--- src/design/dtst_pkg.sv ---
// Deferred task slot table: shared types, constants and codes.
// Used by every module of the block but dtst_ram; depends on nothing.
`timescale 1ns / 1ps

package dtst_pkg;

  localparam int SLOT_COUNT = 1024;
  localparam int SLOT_W     = $clog2(SLOT_COUNT);
  localparam int LINK_W     = SLOT_W + 1;
  localparam logic [LINK_W-1:0] NO_SLOT = LINK_W'(SLOT_COUNT);

  localparam int WAIT_W = 17;
  localparam int LIM_W  = 37;
  localparam logic [WAIT_W-1:0] WAIT_RESET = WAIT_W'(60);
  localparam logic [19:0] US_PER_S = 20'd1000000;

  typedef enum logic [2:0] {
    K_ADD         = 3'd0,
    K_REQUEUE     = 3'd1,
    K_TAKE_READY  = 3'd2,
    K_TAKE_OLDEST = 3'd3,
    K_RELEASE     = 3'd4,
    K_LOOKUP      = 3'd5
  } kind_e;

  typedef enum logic [1:0] {
    ST_OK   = 2'd0,
    ST_FULL = 2'd1,
    ST_NONE = 2'd2
  } status_e;

  typedef enum logic [1:0] {
    PL_UNUSED = 2'd0,
    PL_HELD   = 2'd1,
    PL_FREE   = 2'd2,
    PL_PEND   = 2'd3
  } place_e;

  typedef struct packed {
    logic [31:0] owner;
    logic [31:0] obj;
    logic [63:0] version;
    logic [62:0] start;
  } entry_t;

  typedef enum logic [4:0] {
    CMD_NONE,
    CMD_LOAD,
    CMD_POP_RD,
    CMD_POP,
    CMD_ALLOC_HW,
    CMD_PLACE_RD,
    CMD_SET_CUR_HELD,
    CMD_SET_CUR_HEAD,
    CMD_SET_CUR_P,
    CMD_SRCH_INIT,
    CMD_SRCH_RD,
    CMD_SRCH_STEP,
    CMD_APPEND1,
    CMD_APPEND2,
    CMD_MERGE,
    CMD_PUSH_FREE,
    CMD_UNL_RD,
    CMD_UNLINK,
    CMD_FIN_FULL,
    CMD_FIN_NONE,
    CMD_FIN_REL,
    CMD_FIN_FOUND,
    CMD_FIN_ADD,
    CMD_FIN_MERGE,
    CMD_FIN_TAKE
  } cmd_e;

  typedef struct packed {
    kind_e kind;
    logic  free_nonempty;
    logic  hw_avail;
    logic  held_lt_hw;
    logic  place_held;
    logic  pend_nonempty;
    logic  walk_more;
    logic  hit;
  } stat_t;

  typedef enum logic [4:0] {
    S_IDLE,
    S_DISPATCH,
    S_POP,
    S_CHK,
    S_REL_PUSH,
    S_FIN_REL,
    S_SRCH_INIT,
    S_SRCH_RD,
    S_SRCH_CMP,
    S_APPEND,
    S_APPEND2,
    S_FIN_ADD,
    S_MERGE,
    S_FIN_MERGE,
    S_UNL_RD,
    S_UNL_WR,
    S_FIN_TAKE
  } state_e;

endpackage

--- src/design/dtst_ctrl.sv ---
// Slot table sequencer: walks each operation through its datapath steps.
// Depends on dtst_pkg for states, commands and status.
`timescale 1ns / 1ps

module dtst_ctrl (
  input  logic           clk_i,
  input  logic           rst_ni,
  input  logic           start,
  input  dtst_pkg::stat_t stat_i,
  output dtst_pkg::cmd_e  cmd_o,
  output logic           busy
);
  import dtst_pkg::*;

  state_e state_q, state_d;

  always_ff @(posedge clk_i or negedge rst_ni) begin
    if (!rst_ni) begin
      state_q <= S_IDLE;
    end else begin
      state_q <= state_d;
    end
  end

  assign busy = (state_q != S_IDLE);

  always_comb begin
    state_d = state_q;
    case (state_q)
      S_IDLE: begin
        if (start) state_d = S_DISPATCH;
      end
      S_DISPATCH: begin
        case (stat_i.kind)
          K_ADD: begin
            if (stat_i.free_nonempty) state_d = S_POP;
            else if (stat_i.hw_avail) state_d = S_SRCH_INIT;
            else state_d = S_IDLE;
          end
          K_REQUEUE, K_RELEASE: state_d = stat_i.held_lt_hw ? S_CHK : S_IDLE;
          K_TAKE_READY, K_LOOKUP: state_d = S_SRCH_INIT;
          K_TAKE_OLDEST: state_d = stat_i.pend_nonempty ? S_UNL_RD : S_IDLE;
          default: state_d = S_IDLE;
        endcase
      end
      S_POP: state_d = S_SRCH_INIT;
      S_CHK: begin
        if (!stat_i.place_held) state_d = S_IDLE;
        else if (stat_i.kind == K_RELEASE) state_d = S_REL_PUSH;
        else state_d = S_SRCH_INIT;
      end
      S_REL_PUSH: state_d = S_FIN_REL;
      S_FIN_REL: state_d = S_IDLE;
      S_SRCH_INIT: state_d = S_SRCH_RD;
      S_SRCH_RD: begin
        if (stat_i.walk_more) state_d = S_SRCH_CMP;
        else if (stat_i.kind == K_ADD || stat_i.kind == K_REQUEUE) state_d = S_APPEND;
        else state_d = S_IDLE;
      end
      S_SRCH_CMP: begin
        if (!stat_i.hit) state_d = S_SRCH_RD;
        else if (stat_i.kind == K_LOOKUP) state_d = S_IDLE;
        else if (stat_i.kind == K_TAKE_READY) state_d = S_UNL_RD;
        else state_d = S_MERGE;
      end
      S_APPEND: state_d = stat_i.pend_nonempty ? S_APPEND2 : S_FIN_ADD;
      S_APPEND2: state_d = S_FIN_ADD;
      S_FIN_ADD: state_d = S_IDLE;
      S_MERGE: state_d = S_FIN_MERGE;
      S_FIN_MERGE: state_d = S_IDLE;
      S_UNL_RD: state_d = S_UNL_WR;
      S_UNL_WR: state_d = S_FIN_TAKE;
      S_FIN_TAKE: state_d = S_IDLE;
      default: state_d = S_IDLE;
    endcase
  end

  always_comb begin
    cmd_o = CMD_NONE;
    case (state_q)
      S_IDLE: begin
        if (start) cmd_o = CMD_LOAD;
      end
      S_DISPATCH: begin
        case (stat_i.kind)
          K_ADD: begin
            if (stat_i.free_nonempty) cmd_o = CMD_POP_RD;
            else if (stat_i.hw_avail) cmd_o = CMD_ALLOC_HW;
            else cmd_o = CMD_FIN_FULL;
          end
          K_REQUEUE, K_RELEASE: cmd_o = stat_i.held_lt_hw ? CMD_PLACE_RD : CMD_FIN_NONE;
          K_TAKE_READY, K_LOOKUP: cmd_o = CMD_NONE;
          K_TAKE_OLDEST: cmd_o = stat_i.pend_nonempty ? CMD_SET_CUR_HEAD : CMD_FIN_NONE;
          default: cmd_o = CMD_FIN_NONE;
        endcase
      end
      S_POP: cmd_o = CMD_POP;
      S_CHK: cmd_o = stat_i.place_held ? CMD_SET_CUR_HELD : CMD_FIN_NONE;
      S_REL_PUSH: cmd_o = CMD_PUSH_FREE;
      S_FIN_REL: cmd_o = CMD_FIN_REL;
      S_SRCH_INIT: cmd_o = CMD_SRCH_INIT;
      S_SRCH_RD: begin
        if (stat_i.walk_more) cmd_o = CMD_SRCH_RD;
        else if (stat_i.kind == K_ADD || stat_i.kind == K_REQUEUE) cmd_o = CMD_NONE;
        else cmd_o = CMD_FIN_NONE;
      end
      S_SRCH_CMP: begin
        if (!stat_i.hit) cmd_o = CMD_SRCH_STEP;
        else if (stat_i.kind == K_LOOKUP) cmd_o = CMD_FIN_FOUND;
        else if (stat_i.kind == K_TAKE_READY) cmd_o = CMD_SET_CUR_P;
        else cmd_o = CMD_NONE;
      end
      S_APPEND: cmd_o = CMD_APPEND1;
      S_APPEND2: cmd_o = CMD_APPEND2;
      S_FIN_ADD: cmd_o = CMD_FIN_ADD;
      S_MERGE: cmd_o = CMD_MERGE;
      S_FIN_MERGE: cmd_o = CMD_FIN_MERGE;
      S_UNL_RD: cmd_o = CMD_UNL_RD;
      S_UNL_WR: cmd_o = CMD_UNLINK;
      S_FIN_TAKE: cmd_o = CMD_FIN_TAKE;
      default: cmd_o = CMD_NONE;
    endcase
  end

endmodule

--- config.mk ---
export PLATFORM = sky130hd
export DESIGN_NAME = dtst_ctrl
export DESIGN_NICKNAME = d
export VERILOG_FILES = /design/src/design/dtst_pkg.sv /design/src/design/dtst_ctrl.sv
export SDC_FILE = /design/constraint.sdc
export NUM_CORES = 1
export LEC_CHECK = 0
export ABC_CLOCK_PERIOD_IN_PS = 1850
export BUFFER_PORTS_ARGS = -buffer_cell sky130_fd_sc_hd__buf_4
export CAP_MARGIN = 20
export CORE_MARGIN = 8
export CORE_UTILIZATION = 54
export DETAILED_ROUTE_END_ITERATION = 10
export PLACE_DENSITY = 0.79
export SLEW_MARGIN = 30
export SYNTH_ARGS = -nofsm -noshare
export SYNTH_HDL_FRONTEND = slang
export SYNTH_SLANG_ARGS = --single-unit
--- constraint.sdc ---
create_clock -name clk_i -period 1.85 [get_ports clk_i]
set_input_delay 0.0925 -clock clk_i [delete_from_list [all_inputs] [get_ports clk_i]]
set_output_delay 0.0925 -clock clk_i [all_outputs]
set_load 0.1 [all_outputs]
# Word level (Yosys, flattened, before mapping)
# Index checks and enable logic that the tools add are counted.
[word_totals] ff_bits=5 in_bits=13 out_inout_bits=6 elab_cells=57
[op_classes] eq_ne=22 muxes=28 n_reduce_logical=6
[op_table] cell="$pmux W5 S17" n=1
[op_table] cell="$pmux W5 S13" n=1
[op_table] cell="$mux W5" n=10
[op_table] cell="$eq A5 B4 Y1 const B" n=8
[op_table] cell="$pmux W5 S4" n=2
[op_table] cell="$mux W4" n=6
[op_table] cell="$eq A5 B3 Y1 const B" n=4
[op_table] cell="$eq A5 B2 Y1 const B" n=2
[op_table] cell="$mux W3" n=3
[op_table] cell="$eq A3 B2 Y1 const B" n=2
[op_table] cell="$eq A3 B3 Y1 const B" n=2
[op_table] cell="$mux W2" n=3
[op_table] cell="$eq A5 B1 Y1 const B" n=1
[op_table] cell="$eq A5 B5 Y1 const B" n=1
[op_table] cell="$logic_not A5 Y1" n=1
[op_table] cell="$reduce_bool A5 Y1" n=1
[op_table] cell="$reduce_or A2 Y1" n=2
[op_table] cell="$eq A3 B1 Y1 const B" n=1
[op_table] cell="$logic_not A3 Y1" n=1
[op_table] cell="$mux W1" n=2
[op_table] cell="$ne A2 B2 Y1 const B" n=1
[op_table] cell="$logic_or A1 B1 Y1" n=1

# Logic depth before layout (Yosys ltp)
# Gate-level depths: netlist of run 1.
[depth] ltp_word=5 mapped_depth=6 ltp_nobuf=4

# Worst setup path before layout of run 1
# Ideal clock, no wire load.
[synth_timing] kind="flip-flop to output port" from="register state_q[2]" to="output port cmd_o[4]" arrival_ns=2.714 required_time_ns=1.757 setup_slack_ns=-0.957 stages_incl_launch_ff=6 path_buffers=1 path_cell_list="dfrtp_1 buf_6 or3b_4 nor3_4 inv_1 o2111ai_1"
[synth_between] elab_chain_cells=2 elab_cells_between_ends=18 cone_classes="16 x eq/ne; 1 x mux; 1 x reduce/logical"
[synth_rtl] item="start, declared" line="dtst_ctrl.sv:15" text="state_e state_q, state_d;"
[synth_rtl] item="start signal, assigned" line="dtst_ctrl.sv:21" text="state_q <= state_d;"
[synth_rtl] item="$eq A5 B5 Y1 (tied with other cells)" line="dtst_ctrl.sv:80" text="case (state_q)"
[synth_rtl] item="$pmux W5 S17 (*)" line="dtst_ctrl.sv:80"
[synth_rtl] item="end, declared" line="dtst_ctrl.sv:10" text="output dtst_pkg::cmd_e cmd_o,"
# Mark *: on every way between the ends. The rest lies on a longest branch, timed or not.

# Worst setup path in the final report of run 1
[layout_timing] from="register state_q[2]" to="output port cmd_o[0]"
# The elaborated chain is that of the path after synthesis.

==> results of run 1 <==
[cell usage after synthesis, types with 2 or more instances]
| library cell | n | share of area |
|---|---|---|
| sky130_fd_sc_hd__nand2b_1 | 7 | 0.048 |
| sky130_fd_sc_hd__xor2_1 | 2 | 0.019 |
| sky130_fd_sc_hd__a311oi_1 | 2 | 0.019 |
| sky130_fd_sc_hd__a32oi_1 | 4 | 0.038 |
| sky130_fd_sc_hd__o21ai_0 | 8 | 0.044 |
| sky130_fd_sc_hd__o221ai_1 | 2 | 0.019 |
| sky130_fd_sc_hd__a221o_1 | 3 | 0.033 |
| sky130_fd_sc_hd__dfrtp_1 | 5 | 0.14 |
| sky130_fd_sc_hd__a31oi_1 | 5 | 0.034 |
| sky130_fd_sc_hd__nand4_1 | 2 | 0.014 |
| sky130_fd_sc_hd__inv_1 | 4 | 0.016 |
| sky130_fd_sc_hd__a21oi_1 | 8 | 0.044 |
| sky130_fd_sc_hd__or3_1 | 2 | 0.014 |
| sky130_fd_sc_hd__nor2b_1 | 4 | 0.027 |
| sky130_fd_sc_hd__nor2_1 | 13 | 0.053 |
| sky130_fd_sc_hd__clkbuf_1 | 5 | 0.021 |
| sky130_fd_sc_hd__nor3_1 | 5 | 0.027 |
| sky130_fd_sc_hd__o22ai_1 | 3 | 0.021 |
| sky130_fd_sc_hd__nor4_1 | 2 | 0.014 |
| sky130_fd_sc_hd__nand4b_1 | 2 | 0.019 |
| sky130_fd_sc_hd__o32a_1 | 2 | 0.022 |
| sky130_fd_sc_hd__buf_2 | 6 | 0.033 |
| sky130_fd_sc_hd__nor4b_1 | 4 | 0.038 |
| sky130_fd_sc_hd__o2111ai_1 | 2 | 0.019 |
| sky130_fd_sc_hd__nand2_1 | 14 | 0.057 |
[worst paths after layout]
kind | from | end | slack [ns] | cells after the start
min in group asynchronous | rst_ni | state_q[2]$_DFFE_PN0P_ | 0.18 | 2
min reg2reg | state_q[3]$_DFFE_PN0P_ | state_q[3]$_DFFE_PN0P_ | 0.71 | 3
max reg2reg | state_q[2]$_DFFE_PN0P_ | state_q[1]$_DFFE_PN0P_ | 0.09 | 6
max | state_q[2]$_DFFE_PN0P_ | cmd_o[0] | -0.14 | 5
min | stat_i[1] | state_q[3]$_DFFE_PN0P_ | 0.15 | 3
max in group asynchronous | rst_ni | state_q[4]$_DFFE_PN0P_ | 1.55 | 2
[layer usage]
metal,track usage,vias to the layer above,wire [um]
met3,0.0421,11,264
met4,0.0805,0,86
li1,-,567,-
met1,0.251,563,1320
met5,0,-,0
met2,0.301,57,1550
[critical path: stages, from the launching register on]
cell and delay (ns):
sky130_fd_sc_hd__dfrtp_1 0.38, sky130_fd_sc_hd__or3b_4 0.44, sky130_fd_sc_hd__o31a_1 0.25, sky130_fd_sc_hd__o32a_1 0.19
sky130_fd_sc_hd__o211ai_4 0.19, sky130_fd_sc_hd__buf_12 0.20
[through the flow]
stage,worst slack (ns),setup TNS (ns)
after CTS,-0.111,-0.494
after floorplan,-0.181,-0.295
after detailed placement,0.0170,0
after global routing,-0.172,-0.555
after global placement,0.0494,0
final,-0.143,-0.337
[cells by family after synthesis]
logic type	Yosys count
buffers and inverters	17
and+or+nand+nor	61
DFF	5
xor gates and xnor gates	2
AOI/OAI and AO/OA	49
[area by class of cell]
cell class / count / area, um^2 / share of cell area
sequential: 5 / 126 / 0.0953
timing repair buffer: 35 / 338 / 0.255
tap: 17 / 21.3 / 0.0160
multi-input combinational: 112 / 800 / 0.603
clock buffer: 4 / 26.3 / 0.0198
inverter: 4 / 15.0 / 0.0113
[repair_timing]
| action | in CTS | in global routing |
|---|---|---|
| hold endpoints to repair | 5 | 0 |
| resized for setup | 8 | 17 |
| setup endpoints to repair | 5 | 6 |
| buffers inserted | 1 | 0 |
| pin swaps | 2 | 2 |
| hold buffers | 1 | 0 |
==> Flow_metrics.wiki, run 1 <==
{| class="wikitable"
! Metric !! Value
|-
| Result of the run || finished, violations left
|-
| Violations in the final reports || setup timing
|-
| Yosys synthesis warning count || 0
|-
| Post-layout minimum cycle time || 1.99 ns
|-
| Count of placed standard cells in the final layout, fillers left out || 177
|-
| Maximum number of pins on one net before global-route repair || 21
|-
| Top-level I/O count || 19
|-
| Number of nets in the synthesized netlist || 147
|-
| Global-route usage over all layers || 0.194
|-
| Hpwl dp || roughly 2400 um
|-
| Worst clock skew || about 0.0028 ns
|-
| Min-delay worst type || in2reg
|-
| GR Overflow Total || 0
|-
| Commonest cells after routing, fill and taps aside || sky130_fd_sc_hd__buf_4 (26), sky130_fd_sc_hd__nand2_1 (14), sky130_fd_sc_hd__nor2_1 (13)
|-
| Starting density of the core || 0.554
|-
| Layout cells sized above 1 || 0.313
|-
| CTS tree || yes
|-
| Worst slew slack as a fraction of its limit || 0.756
|-
| Startpoint class of the critical path || flip-flop
|-
| DRT antenna net count || 0
|-
| Setup Viol. Count Final || 4
|-
| Net count reported at finish || roughly 170
|-
| Average detailed-routed wire length per instance || approximately 18 um
|-
| Design area || around 0.0013 mm^2
|-
| Total count of max-transition violations in the final report || 0
|-
| Largest family of logic cells by synthesized area || compound AO/OA/AOI/OAI gates
|-
| Core area || between 0.0015 and 0.002 mm^2
|-
| Cell count after placement || 171
|-
| Initial antenna violation count || 0
|-
| Arrival time at the worst endpoint || about 1.9 ns
|-
| Post-synthesis to final-layout area growth || 45.0%
|-
| Vias in the first global route || approximately 1200
|-
| Most used flip-flop cell after synthesis || sky130_fd_sc_hd__dfrtp_1
|-
| Syn_area_per_cell || a little under 7 um^2
|-
| Portion of netlist area occupied by mux cells || 0
|-
| Mapped Cells || ~130
|-
| Worst-case clock buffer depth || 2
|-
| Proportion of register bits with asynchronous set or reset after synthesis || 1.00
|-
| Fill count || 110
|-
| Min Hold Slack || 0.148 ns
|-
| Clock transition at the register clock pins on the worst setup and hold paths after CTS || approximately 0.040 ns
|-
| Number of flops mapped to enable cells by yosys || 0
|-
| Max FFs per register || 5
|-
| Count of clock tree sinks || 5
|-
| Largest registers || state_q x5
|-
| Top register by number of flip-flops || state_q
|-
| Flip-flop and latch count after synthesis || 5
|-
| Crit end category || output port
|-
| Number of standard-cell rows in the floorplan || 15
|-
| Per-cell via count in the routed design || 6.77
|-
| Xor/xnor share of the synthesized area || 0.0192
|-
| Unrepaired setup endpoints after global routing || yes
|-
| Number of H-tree levels || 1
|-
| First-pass GRT wire length || 5310 um
|-
| Routability congestion estimate from global placement || 0.921
|-
| Proportion of synthesized chip area in sequential cells || 0.137
|-
| Achievable Freq || between 500 and 600 MHz
|-
| Synth Area in Simple Gates || 0.373
|-
| Transition at the pin with the smallest max-transition slack || ~0.36 ns
|-
| Hold Fails Final Rpt || 0
|-
| Mapped cell area || roughly 900 um^2
|-
| Master cell of the clock root buffer || sky130_fd_sc_hd__clkbuf_4
|-
| Path type of the worst setup path || reg2out
|-
| Unique masters post-synth || 43
|-
| Area after detailed placement || between 0.001 and 0.0015 mm^2
|-
| Clock buffers created by TritonCTS || 3
|-
| Clock insertion delay at the later pin of the skew report || 0.25 ns
|-
| Area fraction in compound gates after synthesis || 0.384
|-
| Count of buffers inserted at the top-level ports || 18
|-
| Area share of fa/ha/maj cells after synthesis || 0
|-
| PnR worst setup slack || -0.143 ns
|-
| Share of the core filled with cells || 0.803
|-
| Horiz. Die Dim || around 57 um
|-
| Ratio of final minimum period to clock period || 1.08
|-
| Most frequent standard cell in the layout excluding fill and tap cells || sky130_fd_sc_hd__buf_4
|-
| First-pass DRT Iterations || 4
|-
| Worst-path maximum fanout || 3
|-
| Data required time at the worst endpoint || around 1.8 ns
|-
| Die area || 0.00327 mm^2
|-
| Final antenna diode count || 0
|-
| Number of remaining DRC errors || 0
|-
| Via Count || 1198
|-
| Max-capacitance violation count || 0
|-
| DRT Wirelength || around 3200 um
|-
| Die H || 57.2 um
|-
| First-iteration detailed-routing DRC count || 51
|}
Power of run 1 is not shown: default switching activity piles up to over one toggle a cycle in this logic, so the estimate is an artifact.
==> run 2, diff against run 1 <==
PLACE_DENSITY = 0.85   (was 0.79)
==> Flow_metrics.wiki, run 2 (synthesis results as in run 1) <==
{| class="wikitable"
! Metric !! Value
|-
| Worst setup slack for register-to-register paths || 0.10 ns (about the same)
|-
| Post-synthesis to final-layout area growth || 52.9%
|-
| Result of the run || finished, violations left
|-
| DRT antenna net count || 0 (unchanged)
|-
| DRT Wirelength || 3690 um (+15%)
|-
| Via Count || 1329 (+11%)
|-
| Number of remaining DRC errors || 0 (unchanged)
|-
| Critical path origin || state_q[1]$_DFFE_PN0P_
|-
| Horiz. Die Dim || 57.2 um (unchanged)
|-
| Share of the core filled with cells || 0.847 (+0.0439)
|-
| First-pass DRT Iterations || 5 (+1)
|-
| Clock buffers created by TritonCTS || 3 (unchanged)
|-
| Transition at the pin with the smallest max-transition slack || 0.464 ns (+0.102 ns)
|-
| Setup Viol. Count Final || 4 (unchanged)
|-
| Vias in the first global route || 1203 (+3.9%)
|-
| Worst reg2reg path endpoint || state_q[1]$_DFFE_PN0P_
|-
| Routability congestion estimate from global placement || 1.04 (+13%)
|-
| Data required time at the worst endpoint || 1.76 ns (about the same)
|-
| Max FFs per register || 5 (unchanged)
|-
| Max-capacitance violation count || 0 (unchanged)
|-
| Area after detailed placement || 0.00120 mm^2 (+1.9%)
|-
| Ratio of final minimum period to clock period || 1.08 (+0.00742)
|-
| Hold Fails Final Rpt || 0 (unchanged)
|-
| Top register by number of flip-flops || state_q
|-
| Post-layout minimum cycle time || 2.01 ns (+0.0137 ns)
|-
| Average detailed-routed wire length per instance || 20.1 um (+11%)
|-
| Net count reported at finish || 180 (+3.4%)
|-
| Total count of max-transition violations in the final report || 0 (unchanged)
|-
| Worst slack at placement || 0.00882 ns (-0.00822 ns)
|-
| Initial antenna violation count || 0 (unchanged)
|-
| Design area || 0.00140 mm^2 (+5.5%)
|-
| PnR worst setup slack || -0.157 ns (-0.0137 ns)
|-
| First-pass GRT wire length || 5400 um (+1.5%)
|-
| Path type of the worst setup path || reg2out
|-
| Worst-path cell with the longest stage delay || sky130_fd_sc_hd__or3b_4
|-
| Per-cell via count in the routed design || 7.26 (+7.3%)
|-
| Master cell of the clock root buffer || sky130_fd_sc_hd__clkbuf_4
|-
| Number of H-tree levels || 1 (unchanged)
|-
| Worst-case clock buffer depth || 2 (unchanged)
|-
| Commonest cells after routing, fill and taps aside || sky130_fd_sc_hd__buf_4 (33), sky130_fd_sc_hd__nand2_1 (13), sky130_fd_sc_hd__nor2_1 (12)
|-
| Layout cells sized above 1 || 0.355 (+0.0429)
|-
| Maximum number of pins on one net before global-route repair || 20 (-4.8%)
|-
| Top-level I/O count || 19 (unchanged)
|-
| Startpoint class of the critical path || flip-flop
|-
| Most frequent standard cell in the layout excluding fill and tap cells || sky130_fd_sc_hd__buf_4
|-
| Die H || 57.2 um (unchanged)
|-
| Largest registers || state_q x5
|-
| Arrival time at the worst endpoint || 1.91 ns (about the same)
|-
| Capturing element of the worst setup path || cmd_o[0]
|-
| Global-route usage over all layers || 0.198 (+0.00422)
|-
| Hpwl dp || 2460 um (+2.5%)
|-
| Final antenna diode count || 0 (unchanged)
|-
| Clock insertion delay at the later pin of the skew report || 0.24 ns (about the same)
|-
| First-iteration detailed-routing DRC count || 108 (+110%)
|-
| Count of clock tree sinks || 5 (unchanged)
|-
| Core area || 0.00165 mm^2 (unchanged)
|-
| Unrepaired setup endpoints after global routing || yes
|-
| Achievable Freq || 498 MHz (-0.68%)
|-
| Worst path cell trace || or3b_4 -> o31a_1 -> o32a_1 -> o211ai_4 -> buf_12
|-
| Violations in the final reports || setup timing
|-
| Worst slew slack as a fraction of its limit || 0.688 (-0.0685)
|-
| Count of buffers inserted at the top-level ports || 18 (unchanged)
|-
| Min-delay worst type || in2async
|-
| GR Overflow Total || 0 (unchanged)
|-
| Clock transition at the register clock pins on the worst setup and hold paths after CTS || 0.05 ns (about the same)
|-
| Worst-path maximum fanout || 4 (+1)
|-
| Starting density of the core || 0.554 (unchanged)
|-
| Die area || 0.00327 mm^2 (unchanged)
|-
| CTS tree || yes
|-
| Crit Reg-Reg Startpoint || state_q[2]$_DFFE_PN0P_
|-
| Peak per-stage delay on the critical path || 0.44 ns (about the same)
|-
| Cells on worst reg2reg path || 6 (unchanged)
|-
| Number of standard-cell rows in the floorplan || 15 (unchanged)
|-
| Crit end category || output port
|-
| Min Hold Slack || 0.189 ns (+0.0403 ns)
|-
| Worst clock skew || 0.00374 ns (+0.000932 ns)
|}
==> run 2: critical path: cells and delay by family (launching register included) <==
kind                   cells  cell delay [ns]
AOI/OAI and AO/OA          3             0.66
and+or+nand+nor            1             0.44
DFF                        1             0.37
buffers and inverters      1             0.20
==> run 2: final cells by class <==
cell class | count | area [um^2]
clock buffers | 4 | 26.3
repair buffers | 41 | 380
inverters | 4 | 15.0
well taps | 17 | 21.3
flip-flops and latches | 5 | 128
fillers | 90 | 253
multi-input cells | 112 | 828
==> run 2: routing by layer <==
layer | part of all wire | vias to the layer above | track usage
li1 | - | 582 | -
met5 | 0 | - | 0
met3 | 0.11 | 24 | 0.0443
met2 | 0.49 | 118 | 0.322
met1 | 0.36 | 605 | 0.238
met4 | 0.034 | 0 | 0.0940
==> run 2: metrics by stage <==
stage / cells / setup TNS, ns
after global routing: 183 / -0.503
after floorplan: 134 / -0.295
after CTS: 179 / -0.313
final: 183 / -0.347
after global placement: 174 / 0
after detailed placement: 174 / 0
==> run 2: what timing repair did <==
item                                    CTS  global route
pin swaps                                 3             0
hold buffers                              1             0
endpoints found under the hold margin     5             0
endpoints found under the setup margin    5             6
resized for setup                        19            11
buffers inserted                          0             4
==> run 2: worst min-delay path by stage <==
stage                     depth (start not counted)  slack, ns   start                endpoint
after floorplan                                   0      -0.20  rst_ni  state_q[0]$_DFFE_PN0P_
after global placement                            1      -0.11  rst_ni  state_q[2]$_DFFE_PN0P_
after detailed placement                          1      -0.10  rst_ni  state_q[1]$_DFFE_PN0P_
after CTS                                         2       0.18  rst_ni  state_q[1]$_DFFE_PN0P_
after global routing                              2       0.20  rst_ni  state_q[1]$_DFFE_PN0P_
final                                             2       0.19  rst_ni  state_q[1]$_DFFE_PN0P_
Power of run 2 is left out for the same reason.
==> run 3, diff against run 2 <==
ABC_AREA = 1   (was unset)
CORE_UTILIZATION = 53   (was 54)
PLACE_DENSITY = 0.84   (was 0.85)
==> Flow_metrics.wiki, run 3 <==
{| class="wikitable"
! Metric !! Value
|-
| Yosys synthesis warning count || 0 (unchanged)
|-
| Achievable Freq || 542 MHz (+8.8%)
|-
| Worst slew slack as a fraction of its limit || 0.761 (+0.0733)
|-
| Die H || 55.9 um (-2.2%)
|-
| Ratio of final minimum period to clock period || 0.997 (-0.0874)
|-
| Number of remaining DRC errors || 0 (unchanged)
|-
| DRT Wirelength || 2870 um (-22%)
|-
| Min-delay worst type || in2reg
|-
| Most frequent standard cell in the layout excluding fill and tap cells || sky130_fd_sc_hd__nand2_1
|-
| Fill count || 120 (+33%)
|-
| Data required time at the worst endpoint || 1.76 ns (about the same)
|-
| Cell types occupying the most area after synthesis || sky130_fd_sc_hd__nand2_1 (19%), sky130_fd_sc_hd__dfrtp_1 (15%), sky130_fd_sc_hd__nor2_1 (14%)
|-
| Footprint of the multi-input gates || 704 um^2 (-15%)
|-
| Average detailed-routed wire length per instance || 14.6 um (-28%)
|-
| Vias in the first global route || 1061 (-12%)
|-
| Routability congestion estimate from global placement || 1.02 (-2.3%)
|-
| Library cell with the largest summed area after synthesis || sky130_fd_sc_hd__nand2_1
|-
| GR Overflow Total || 0 (unchanged)
|-
| Crit end category || output port
|-
| Clock insertion delay at the later pin of the skew report || 0.26 ns (+0.02 ns)
|-
| Top register by number of flip-flops || state_q
|-
| Die area || 0.00312 mm^2 (-4.4%)
|-
| Number of standard-cell rows in the floorplan || 14 (-1)
|-
| Most used flip-flop cell after synthesis || sky130_fd_sc_hd__dfrtp_1
|-
| Setup Viol. Count Final || 0 (-4)
|-
| Syn_area_per_cell || 5.41 um^2 (-21%)
|-
| Worst slack at placement || 0.203 ns (+0.194 ns)
|-
| DRT antenna net count || 0 (unchanged)
|-
| Startpoint class of the critical path || flip-flop
|-
| Clock transition at the register clock pins on the worst setup and hold paths after CTS || 0.05 ns (about the same)
|-
| Post-layout minimum cycle time || 1.85 ns (-0.162 ns)
|-
| Net count reported at finish || 195 (+8.3%)
|-
| Count of buffers inserted at the top-level ports || 18 (unchanged)
|-
| Worst-path cell with the longest stage delay || sky130_fd_sc_hd__dfrtp_2
|-
| Most frequent CP cell || sky130_fd_sc_hd__nand3_2
|-
| Top-level I/O count || 19 (unchanged)
|-
| Total count of max-transition violations in the final report || 0 (unchanged)
|-
| Arrival time at the worst endpoint || 1.75 ns (-0.16 ns)
|-
| Result of the run || finished, final reports clean
|-
| Library cell with the highest instance count after synthesis || sky130_fd_sc_hd__nand2_1
|-
| Number of flops mapped to enable cells by yosys || 0 (unchanged)
|-
| Hold Fails Final Rpt || 0 (unchanged)
|-
| First-pass DRT Iterations || 4 (-1)
|-
| Worst setup slack for register-to-register paths || 0.49 ns (+0.39 ns)
|-
| Max-capacitance violation count || 0 (unchanged)
|-
| Per-cell via count in the routed design || 5.98 (-18%)
|-
| Core area || 0.00151 mm^2 (-8.8%)
|-
| Maximum number of pins on one net before global-route repair || 9 (-55%)
|-
| Worst clock skew || 0.00481 ns (+0.00107 ns)
|-
| Commonest cells in the synthesized netlist || sky130_fd_sc_hd__nand2_1 (42), sky130_fd_sc_hd__nor2_1 (31), sky130_fd_sc_hd__nand3_1 (20), sky130_fd_sc_hd__inv_1 (13), sky130_fd_sc_hd__nand4_1 (7)
|-
| Horiz. Die Dim || 55.9 um (-2.2%)
|-
| Combined flip-flop and latch cell area || 131 um^2 (+2.9%)
|-
| Proportion of synthesized chip area in sequential cells || 0.148 (+0.0116)
|-
| Via Count || 1178 (-11%)
|-
| Initial antenna violation count || 0 (unchanged)
|-
| Global-route usage over all layers || 0.165 (-0.0326)
|-
| Flip-flop and latch count after synthesis || 5 (unchanged)
|-
| Mapped Cells || 156 (+16%)
|-
| Max FFs per register || 5 (unchanged)
|-
| Number of nets in the synthesized netlist || 169 (+15%)
|-
| First-pass GRT wire length || 4440 um (-18%)
|-
| Count of clock tree sinks || 5 (unchanged)
|-
| Share of Yosys cell area claimed by the top area cell type || 0.187 (+0.0501)
|-
| Hpwl dp || 2140 um (-13%)
|-
| First-iteration detailed-routing DRC count || 50 (-54%)
|-
| Post-synthesis to final-layout area growth || 38.4%
|-
| Starting density of the core || 0.560 (+0.00601)
|-
| Proportion of register bits with asynchronous set or reset after synthesis || 1.00 (unchanged)
|-
| Peak per-stage delay on the critical path || 0.43 ns (about the same)
|-
| Master cell of the clock root buffer || sky130_fd_sc_hd__clkbuf_4
|-
| Mapped cell area || 843 um^2 (-7.8%)
|-
| Worst-path maximum fanout || 6 (+2)
|-
| Largest registers || state_q x5
|-
| PnR worst setup slack || 0.00464 ns (+0.162 ns)
|-
| Worst-case clock buffer depth || 2 (unchanged)
|-
| Number of H-tree levels || 1 (unchanged)
|-
| Worst path cell trace || inv_1 -> nor2_2 -> nand3_2 -> o22ai_1 -> nor2_1 -> nand3_2 -> buf_6
|-
| Layout cells sized above 1 || 0.370 (+0.0147)
|-
| Path type of the worst setup path || reg2out
|-
| Commonest cells after routing, fill and taps aside || sky130_fd_sc_hd__nand2_1 (37), sky130_fd_sc_hd__nor2_1 (25), sky130_fd_sc_hd__nand3_1 (17), sky130_fd_sc_hd__buf_4 (17), sky130_fd_sc_hd__inv_1 (13)
|-
| Final antenna diode count || 0 (unchanged)
|-
| Unique masters post-synth || 23 (-47%)
|-
| CTS tree || yes
|-
| Min Hold Slack || 0.0958 ns (-0.0930 ns)
|-
| Transition at the pin with the smallest max-transition slack || 0.356 ns (-0.108 ns)
|-
| Clock buffers created by TritonCTS || 3 (unchanged)
|-
| Setup tns final || 0 ns (+0.347 ns)
|}
-- run 3: cell count changes after synthesis, sizes merged, moves of 7 or more --
cell	change
nand2	+33
nor2	+27
nand3	+20
inv	+14
nand2b	-7
-- run 3: path summary, 6_finish.rpt --
path,cells after the start,startpoint,end
max,7,state_q[3]$_DFFE_PN0P_,cmd_o[2]
min,3,start,state_q[0]$_DFFE_PN0P_
max reg2reg,8,state_q[3]$_DFFE_PN0P_,state_q[0]$_DFFE_PN0P_
min reg2reg,2,state_q[3]$_DFFE_PN0P_,state_q[4]$_DFFE_PN0P_
max in group asynchronous,2,rst_ni,state_q[4]$_DFFE_PN0P_
min in group asynchronous,2,rst_ni,state_q[2]$_DFFE_PN0P_
-- run 3: timing repair --
item	4_1_cts	5_1_grt
setup endpoints to repair	4	5
hold buffers	1	0
hold endpoints to repair	5	0
setup buffers	0	2
pin swaps	1	7
gates resized for setup	5	27
-- run 3: routing by layer --
metal | track usage | up-vias | share of wire
met1 | 0.180 | 532 | 0.39
met3 | 0.0434 | 8 | 0.086
met2 | 0.292 | 80 | 0.50
met5 | 0 | - | 0
li1 | - | 558 | -
met4 | 0.0722 | 0 | 0.024
-- run 3: cell families (layout without fill, tap and decap cells) --
family / Yosys count / in the layout / share of synthesized area
DFF: 5 / 5 / 0.148
AOI/OAI and AO/OA: 10 / 10 / 0.0683
and+or+nand+nor: 121 / 121 / 0.688
buffers and inverters: 20 / 45 / 0.0950
-- run 3: cell type report --
class | count | share of cell area
Tap cell | 16 | 0.0171
Timing Repair Buffer | 23 | 0.184
Clock buffer | 4 | 0.0225
Multi-Input combinational cell | 131 | 0.603
Inverter | 18 | 0.0600
Sequential cell | 5 | 0.113
-- run 3: per-stage QoR --
| stage | util | cells | instance area, um^2 |
|---|---|---|---|
| 3_3_place_gp | 0.674 | 190 | 1020 |
| 6_report | 0.775 | 197 | 1170 |
| 2_1_floorplan | - | 156 | 858 |
| 4_1_cts | 0.711 | 195 | 1070 |
| 5_1_grt | 0.775 | 197 | 1170 |
| 3_5_place_dp | 0.674 | 190 | 1020 |
-- run 3: critical path: cells and delay by family (launching register included) --
kind / cells / cell delay, ns
AO/OA/AOI/OAI: 1 / 0.23
AND/OR/NAND/NOR: 4 / 0.53
flip-flops: 1 / 0.43
buffers and inverters: 2 / 0.30
Power of run 3 is left out for the same reason.
